--- config.mk ---
export PLATFORM = sky130hd
export DESIGN_NAME = utf8_text_validator_top
export DESIGN_NICKNAME = d
export VERILOG_FILES = /design/src/rtl/utf8v_pkg.sv /design/src/rtl/utf8v_step.sv /design/src/rtl/utf8_text_validator_top.sv
export SDC_FILE = /design/constraint.sdc
export NUM_CORES = 1
export LEC_CHECK = 0
export BUFFER_PORTS_ARGS = -buffer_cell sky130_fd_sc_hd__buf_2
export CORE_MARGIN = 5
export CORE_UTILIZATION = 50
export CTS_CLUSTER_SIZE = 28
export DETAILED_ROUTE_END_ITERATION = 8
export HOLD_SLACK_MARGIN = 0.15
export PLACE_DENSITY = 0.67
export SLEW_MARGIN = 20
export SYNTH_ARGS = -nofsm -noshare
export SYNTH_HDL_FRONTEND = slang
export SYNTH_SLANG_ARGS = --single-unit
--- constraint.sdc ---
create_clock -name clock -period 2.4 [get_ports clock]
set_input_delay 0.12 -clock clock [delete_from_list [all_inputs] [get_ports clock]]
set_output_delay 0.12 -clock clock [all_outputs]
set_load 0.005 [all_outputs]
--- src/rtl/utf8v_pkg.sv ---
`default_nettype none

package utf8v_pkg;

   localparam int BYTE_W = 8;
   localparam int CP_W   = 21;

   localparam logic [BYTE_W-1:0] BYTE_TERM      = 8'h00;
   localparam logic [BYTE_W-1:0] BYTE_PRINT_MIN = 8'h20;
   localparam logic [BYTE_W-1:0] BYTE_DEL       = 8'h7F;
   localparam logic [BYTE_W-1:0] BYTE_ASCII_END = 8'h80;
   localparam logic [BYTE_W-1:0] LEAD2_MASK     = 8'hE0;
   localparam logic [BYTE_W-1:0] LEAD2_CODE     = 8'hC0;
   localparam logic [BYTE_W-1:0] LEAD3_MASK     = 8'hF0;
   localparam logic [BYTE_W-1:0] LEAD3_CODE     = 8'hE0;
   localparam logic [BYTE_W-1:0] LEAD4_MASK     = 8'hF8;
   localparam logic [BYTE_W-1:0] LEAD4_CODE     = 8'hF0;

   localparam logic [CP_W-1:0] CP_MIN_2      = 21'h00080;
   localparam logic [CP_W-1:0] CP_MIN_3      = 21'h00800;
   localparam logic [CP_W-1:0] CP_MIN_4      = 21'h10000;
   localparam logic [CP_W-1:0] CP_MAX        = 21'h10FFFF;
   localparam logic [CP_W-1:0] CP_C1_LO      = 21'h00080;
   localparam logic [CP_W-1:0] CP_C1_HI      = 21'h0009F;
   localparam logic [CP_W-1:0] CP_SURR_LO    = 21'h0D800;
   localparam logic [CP_W-1:0] CP_SURR_HI    = 21'h0DFFF;

   localparam logic [BYTE_W-1:0] MAX_LEN_RESET = 8'd32;

   // Configuration register indexes.
   typedef enum logic {
      CSR_MAX_LEN     = 1'b0,
      CSR_ALLOW_EMPTY = 1'b1
   } utf8v_csr_type;

   // Running decode state of the current string, apart from the byte count.
   typedef struct packed {
      logic [1:0]      pending;
      logic [1:0]      seq_len;
      logic [CP_W-1:0] code_point;
      logic            fault;
   } utf8v_seq_type;

   // Verdict produced by a terminator.
   typedef struct packed {
      logic              ok;
      logic [BYTE_W-1:0] length;
   } utf8v_verdict_type;

endpackage

`default_nettype wire

--- src/rtl/utf8v_step.sv ---
`default_nettype none

module utf8v_step #(
   parameter int COUNT_BITS = 8
) (
   input  wire logic [COUNT_BITS-1:0]          count_i,
   input  wire utf8v_pkg::utf8v_seq_type       seq_i,
   input  wire logic [utf8v_pkg::BYTE_W-1:0]   data_byte,
   input  wire logic [utf8v_pkg::BYTE_W-1:0]   max_len,
   input  wire logic                           allow_empty,
   output logic [COUNT_BITS-1:0]               count_o,
   output utf8v_pkg::utf8v_seq_type            seq_o,
   output utf8v_pkg::utf8v_verdict_type        verdict_o
);
   import utf8v_pkg::*;

   localparam int CW = (COUNT_BITS > BYTE_W) ? COUNT_BITS : BYTE_W;
   localparam logic [CW-1:0] COUNT_CAP = CW'((1 << COUNT_BITS) - 1);

   logic [CW-1:0]   count_ext;
   logic [CW-1:0]   max_ext;
   logic [CW-1:0]   cap;
   logic [CP_W-1:0] cp_next;

   // A completed sequence is rejected if overlong, out of range, a C1
   // control or a surrogate.
   function automatic logic point_bad(input logic [CP_W-1:0] cp, input logic [1:0] extra);
      logic bad;
      bad = 1'b0;
      if (extra == 2'd1 && cp < CP_MIN_2) bad = 1'b1;
      if (extra == 2'd2 && cp < CP_MIN_3) bad = 1'b1;
      if (extra == 2'd3 && cp < CP_MIN_4) bad = 1'b1;
      if (cp > CP_MAX) bad = 1'b1;
      if (cp >= CP_C1_LO && cp <= CP_C1_HI) bad = 1'b1;
      if (cp >= CP_SURR_LO && cp <= CP_SURR_HI) bad = 1'b1;
      return bad;
   endfunction

   assign count_ext = CW'(count_i);
   assign max_ext   = CW'(max_len);
   assign cap       = (max_ext < COUNT_CAP) ? max_ext : COUNT_CAP;
   assign cp_next   = {seq_i.code_point[CP_W-7:0], data_byte[5:0]};

   assign verdict_o.ok = !seq_i.fault && (seq_i.pending == 2'd0) && (count_ext < max_ext) &&
                         ((count_i != '0) || allow_empty);
   assign verdict_o.length = count_ext[BYTE_W-1:0];

   always_comb begin
      count_o = count_i;
      seq_o   = seq_i;
      if (data_byte == BYTE_TERM) begin
         count_o = '0;
         seq_o   = '0;
      end else begin
         if (count_ext >= cap) begin
            seq_o.fault = 1'b1;
         end else begin
            count_o = count_i + COUNT_BITS'(1);
         end
         if (!seq_o.fault) begin
            if (seq_i.pending == 2'd0) begin
               priority if (data_byte < BYTE_PRINT_MIN || data_byte == BYTE_DEL) begin
                  seq_o.fault = 1'b1;
               end else if (data_byte < BYTE_ASCII_END) begin
                  seq_o.fault = 1'b0;
               end else if ((data_byte & LEAD2_MASK) == LEAD2_CODE) begin
                  seq_o.code_point = CP_W'(data_byte[4:0]);
                  seq_o.fault      = (data_byte[4:0] == 5'd0);
                  seq_o.pending    = 2'd1;
                  seq_o.seq_len    = 2'd1;
               end else if ((data_byte & LEAD3_MASK) == LEAD3_CODE) begin
                  seq_o.code_point = CP_W'(data_byte[3:0]);
                  seq_o.pending    = 2'd2;
                  seq_o.seq_len    = 2'd2;
               end else if ((data_byte & LEAD4_MASK) == LEAD4_CODE) begin
                  seq_o.code_point = CP_W'(data_byte[2:0]);
                  seq_o.pending    = 2'd3;
                  seq_o.seq_len    = 2'd3;
               end else begin
                  seq_o.fault = 1'b1;
               end
            end else if (data_byte[7:6] != 2'b10) begin
               seq_o.fault = 1'b1;
            end else begin
               seq_o.pending = seq_i.pending - 2'd1;
               if (seq_i.pending == 2'd1) begin
                  seq_o.fault      = point_bad(cp_next, seq_i.seq_len);
                  seq_o.seq_len    = 2'd0;
                  seq_o.code_point = '0;
               end else begin
                  seq_o.code_point = cp_next;
               end
            end
         end
      end
   end

endmodule

`default_nettype wire

--- src/rtl/utf8_text_validator_top.sv ---
// A terminator byte is first held in the input register; its verdict is then registered in
//    the result register and shown on rsp_ once that register has room.
// Throughput: one byte per cycle; the input register and the result register are parted,
//    so only a stalled verdict with another terminator behind it holds the input.
// Reset (synchronous, active high) empties both registers, clears the string state and
//    sets max_len to 32 and allow_empty to 0.
`default_nettype none

module utf8_text_validator_top #(
   parameter int COUNT_BITS = 8
) (
   input  wire logic                         clock,
   input  wire logic                         reset,
   // Input byte stream.
   input  wire logic                         req_valid,
   output logic                              req_stall,
   input  wire logic [utf8v_pkg::BYTE_W-1:0] req_data_byte,
   // Verdict stream, one transaction per terminated string.
   output logic                              rsp_valid,
   input  wire logic                         rsp_stall,
   output logic                              rsp_valid_res,
   output logic [utf8v_pkg::BYTE_W-1:0]      rsp_text_length,
   // Configuration writes.
   input  wire logic                         csr_valid,
   output logic                              csr_ready,
   input  wire utf8v_pkg::utf8v_csr_type     csr_index,
   input  wire logic [utf8v_pkg::BYTE_W-1:0] csr_wdata
);
   import utf8v_pkg::*;

   // Input register: holds the accepted byte until the decoder consumes it.
   logic                  s1_valid_ff, s1_valid_in;
   logic [BYTE_W-1:0]     s1_byte_ff, s1_byte_in;

   // Running state of the string under decode.
   logic [COUNT_BITS-1:0] count_ff, count_in;
   utf8v_seq_type         seq_ff, seq_in;

   // Result register that carries the verdict transaction.
   logic                  rsp_valid_ff, rsp_valid_in;
   utf8v_verdict_type     verdict_ff, verdict_in;

   // Configuration registers.
   logic [BYTE_W-1:0]     max_len_ff, max_len_in;
   logic                  allow_empty_ff, allow_empty_in;

   logic [COUNT_BITS-1:0] step_count;
   utf8v_seq_type         step_seq;
   utf8v_verdict_type     step_verdict;
   logic                  out_free;
   logic                  advance;
   logic                  is_term;

   utf8v_step #(
      .COUNT_BITS (COUNT_BITS)
   ) u_step (
      .count_i     (count_ff),
      .seq_i       (seq_ff),
      .data_byte   (s1_byte_ff),
      .max_len     (max_len_ff),
      .allow_empty (allow_empty_ff),
      .count_o     (step_count),
      .seq_o       (step_seq),
      .verdict_o   (step_verdict)
   );

   // A plain byte always moves on; a terminator needs room in the result register,
   // which is free when empty or when its transaction is being taken this cycle.
   assign is_term  = (s1_byte_ff == BYTE_TERM);
   assign out_free = !rsp_valid_ff || !rsp_stall;
   assign advance  = s1_valid_ff && (!is_term || out_free);
   assign req_stall = s1_valid_ff && !advance;

   always_comb begin
      s1_valid_in = s1_valid_ff;
      s1_byte_in  = s1_byte_ff;
      if (!req_stall) begin
         s1_valid_in = req_valid;
         s1_byte_in  = req_data_byte;
      end
   end

   // The string state moves only when the held byte is consumed; a terminator
   // clears it for the next string.
   always_comb begin
      count_in = count_ff;
      seq_in   = seq_ff;
      if (advance) begin
         count_in = step_count;
         seq_in   = step_seq;
      end
   end

   always_comb begin
      rsp_valid_in = rsp_valid_ff;
      verdict_in   = verdict_ff;
      if (advance && is_term) begin
         rsp_valid_in = 1'b1;
         verdict_in   = step_verdict;
      end else if (!rsp_stall) begin
         rsp_valid_in = 1'b0;
      end
   end

   // Writes are taken at any time; the user changes settings only while idle.
   assign csr_ready = 1'b1;

   always_comb begin
      max_len_in     = max_len_ff;
      allow_empty_in = allow_empty_ff;
      if (csr_valid) begin
         unique case (csr_index)
            CSR_MAX_LEN:     max_len_in     = csr_wdata;
            CSR_ALLOW_EMPTY: allow_empty_in = csr_wdata[0];
            default:         max_len_in     = max_len_ff;
         endcase
      end
   end

   always_ff @(posedge clock) begin
      if (reset) begin
         s1_valid_ff    <= 1'b0;
         count_ff       <= '0;
         seq_ff         <= '0;
         rsp_valid_ff   <= 1'b0;
         max_len_ff     <= MAX_LEN_RESET;
         allow_empty_ff <= 1'b0;
      end else begin
         s1_valid_ff    <= s1_valid_in;
         count_ff       <= count_in;
         seq_ff         <= seq_in;
         rsp_valid_ff   <= rsp_valid_in;
         max_len_ff     <= max_len_in;
         allow_empty_ff <= allow_empty_in;
      end
   end

   // Payload registers carry no reset.
   always_ff @(posedge clock) begin
      s1_byte_ff <= s1_byte_in;
      verdict_ff <= verdict_in;
   end

   assign rsp_valid       = rsp_valid_ff;
   assign rsp_valid_res   = verdict_ff.ok;
   assign rsp_text_length = verdict_ff.length;

endmodule

`default_nettype wire

==> key figures <==
Run status
  – Status: completed

Timing
  – Max frequency: 450 MHz
  – Fin crit share: 0.926
  – Fin. max-slew vios: 0
  – Hold slack: roughly 0.3 ns
  – Worst slew pin tran: 0.582 ns
  – Final setup vio count: 0
  – RSZ-0062 raised after global routing: false
  – TNS Setup: 0 ns
  – Tmin final: 2.22 ns
  – Final Hold Viols: 0
  – Final Skew: 0.00805 ns
  – Slew headroom: 0.612

Detailed routing
  – First-pass iteration count of the detailed router: 4
  – DR vias/cell: 5.24
  – Detail Route Antenna Nets: 0
  – # DRC: 0
  – Final wirelength: 5960 µm
  – Iter 0 DRT Violations: 203
  – Routed length per instance: 13.7 µm
  – Via count: 2279

Floorplan
  – DIE HEIGHT: between 80 and 90 µm
  – Initial Util: 0.517
  – CORE AREA: 0.00554 mm²
  – Die Span X: 85.7 µm
  – Row count: 27
  – IO Pins: 34
  – Die area: 0.00735 mm²

Global route
  – Vias in the first global route: 2149
  – GRT overflow: 0
  – Initial antenna violation count: 0
  – First-pass GRT wire length: 10200 µm
  – Tot GR Track Use: 0.172
  – Largest net degree at the start of global routing: 36

Worst hold path
  – Worst hold path type: input pin to flip-flop

CTS
  – Clk_lat worst skew: 0.31 ns
  – Clock Tree Root: clkbuf_8
  – Worst-path clk slew: ~0.10 ns
  – Max clock buf depth: 2
  – H-tree depth: 2
  – TritonCTS clock tree: done
  – CTS Buf Count: 5
  – CTS Sinks: 56

Pwr
  – Cell Pwr Density: 543 mW/mm²
  – Pleak: 0.00138 µW
  – Total Power Consumption: 1880 µW
  – Maximum VDD drop: 0.315 mV

Worst setup path
  – Element type at the critical path start: flip-flop
  – Worst EP required: roughly 2.6 ns
  – Critical path class: flip-flop to flip-flop
  – Crit end category: flip-flop
  – Critical path peak fanout: 30
  – Crit path cell chain: inv_1 -> ha_1 -> a211oi_2 -> o21ai_1 -> a211o_2 -> o21ai_2 -> buf_12 -> nor3b_1 -> a31o_1
  – Slowest cell on crit path: a211o_2
  – Max stage delay on crit path: between 0.4 and 0.5 ns
  – Crit path arrival time: approximately 2.4 ns

Finish
  – Commonest non-fill, non-tap cell in the layout: dfxtp_1
  – N_diodes: 0
  – Commonest cells after routing, fill and taps aside: 38 x dfxtp_1, 32 x buf_2, 30 x nand2_1
  – Share of cells above drive strength 1: 0.174
  – # nets final: 400
  – Layout Utilization: 0.625
  – Synth-to-Final Area Change: 20.9%

Placement
  – I/O Buffers: 32
  – RD Place Congestion: 0.811
  – HPWL Detailed: 4270 µm

Synthesis
  – Synth Area per Inst: 9.37 µm²
  – #FFs+latches synth: 56
  – Syn Std Cell Area: 0.00287 mm²
  – Async S/R FF share, synth: 0
  – Synth Net Count: 344
  – Synth warnings: 0
  – Syn Inst Count: 306
  – Unique masters post-synth: 55
  – EDFF count, synth: 17
  – Register area share after synthesis: 0.450
  – Synth Flop Type: dfxtp_1

Flow run
  – Max Cap Viol: 0
==> repair_timing <==
action / CTS / global route
hold endpoints to repair: 18 / 0
resized for setup: 0 / 2
hold buffers: 20 / 0
setup endpoints to repair: 0 / 18
setup buffers: 0 / 1
==> metrics by stage <==
step / setup slack, ns / instance area [µm²] / cells
final: 0.179 / 3460 / 435
after global routing: 0.00249 / 3460 / 435
after CTS: 0.110 / 3440 / 434
after detailed placement: 0.125 / 3110 / 406
after global placement: 0.175 / 3110 / 406
after floorplan: 0.264 / 2870 / 306
==> routing by layer <==
metal / global-route usage / wire length (µm) / up-vias
met2: 0.261 / 2620 / 37
met4: 0.0475 / 65 / 0
met1: 0.251 / 3050 / 1040
met5: 0 / 0 / -
met3: 0.0307 / 217 / 4
li1: - / - / 1198
==> cell usage after synthesis, types with 5 or more instances <==
| library cell | n | area [µm²] |
|---|---|---|
| ha_1 | 16 | 200 |
| xnor2_1 | 6 | 52.6 |
| inv_1 | 18 | 67.6 |
| mux2i_1 | 5 | 50.1 |
| a21oi_1 | 19 | 95.1 |
| nor2_1 | 27 | 101 |
| nand2_1 | 30 | 113 |
| edfxtp_1 | 17 | 510 |
| dfxtp_1 | 39 | 781 |
| o21ai_1 | 5 | 25.0 |
| o21ai_0 | 16 | 80.1 |
| clkbuf_1 | 5 | 18.8 |
| nand3_1 | 17 | 85.1 |
| nand2b_1 | 12 | 75.1 |
==> cell families (layout without fill, tap and decap cells) <==
family          Yosys count  in the layout  share of synthesized area
mux                       5              5                     0.0175
xor+xnor                  6              6                     0.0183
buf+inv                  33             90                     0.0576
compound gates           69             69                      0.155
other cells               1              1                    0.00131
simple gates            120            120                      0.230
fa+ha+maj                16             16                     0.0698
flops                    56             56                      0.450
==> registers in the layout, summed over array words and instances (netlist names) <==
name	count
rsp_text_length	8
s1_byte_ff	8
s1_valid_ff	1
count_ff	8
rsp_valid_res	1
allow_empty_ff	1
rsp_valid	1
seq_ff	20
max_len_ff	8
==> worst max-delay path, delay by kind of cell, from the launching register on <==
family / cells / cell delay [ns]
flops: 1 / 0.35
simple gates: 1 / 0.06
buf+inv: 2 / 0.24
compound gates: 5 / 1.16
fa+ha+maj: 1 / 0.30
==> area by class of cell <==
cell class / count / area, µm²
clock buffer: 7 / 97.6
inverter: 18 / 67.6
sequential: 56 / 1290
clock inverter: 1 / 30.0
fill: 482 / 2080
timing repair buffer: 64 / 475
multi-input combinational: 217 / 1410
tap: 72 / 90.1
==> path summary, 6_finish.rpt <==
kind / slack (ns) / cells past startpoint / startpoint / endpoint
worst max register to register: 0.18 / 9 / max_len_ff[2] / seq_ff[2]
worst max-delay path: 0.18 / 9 / max_len_ff[2] / seq_ff[2]
worst min register to register: 0.47 / 2 / seq_ff[14] / seq_ff[14]
worst min-delay path: 0.30 / 2 / reset / count_ff[0]
==> power by group <==
part           internal, µW  switching, µW
logic                  94.8           96.9
clock network           375            295
registers               995           26.5
(Power assumes the default switching activity.)
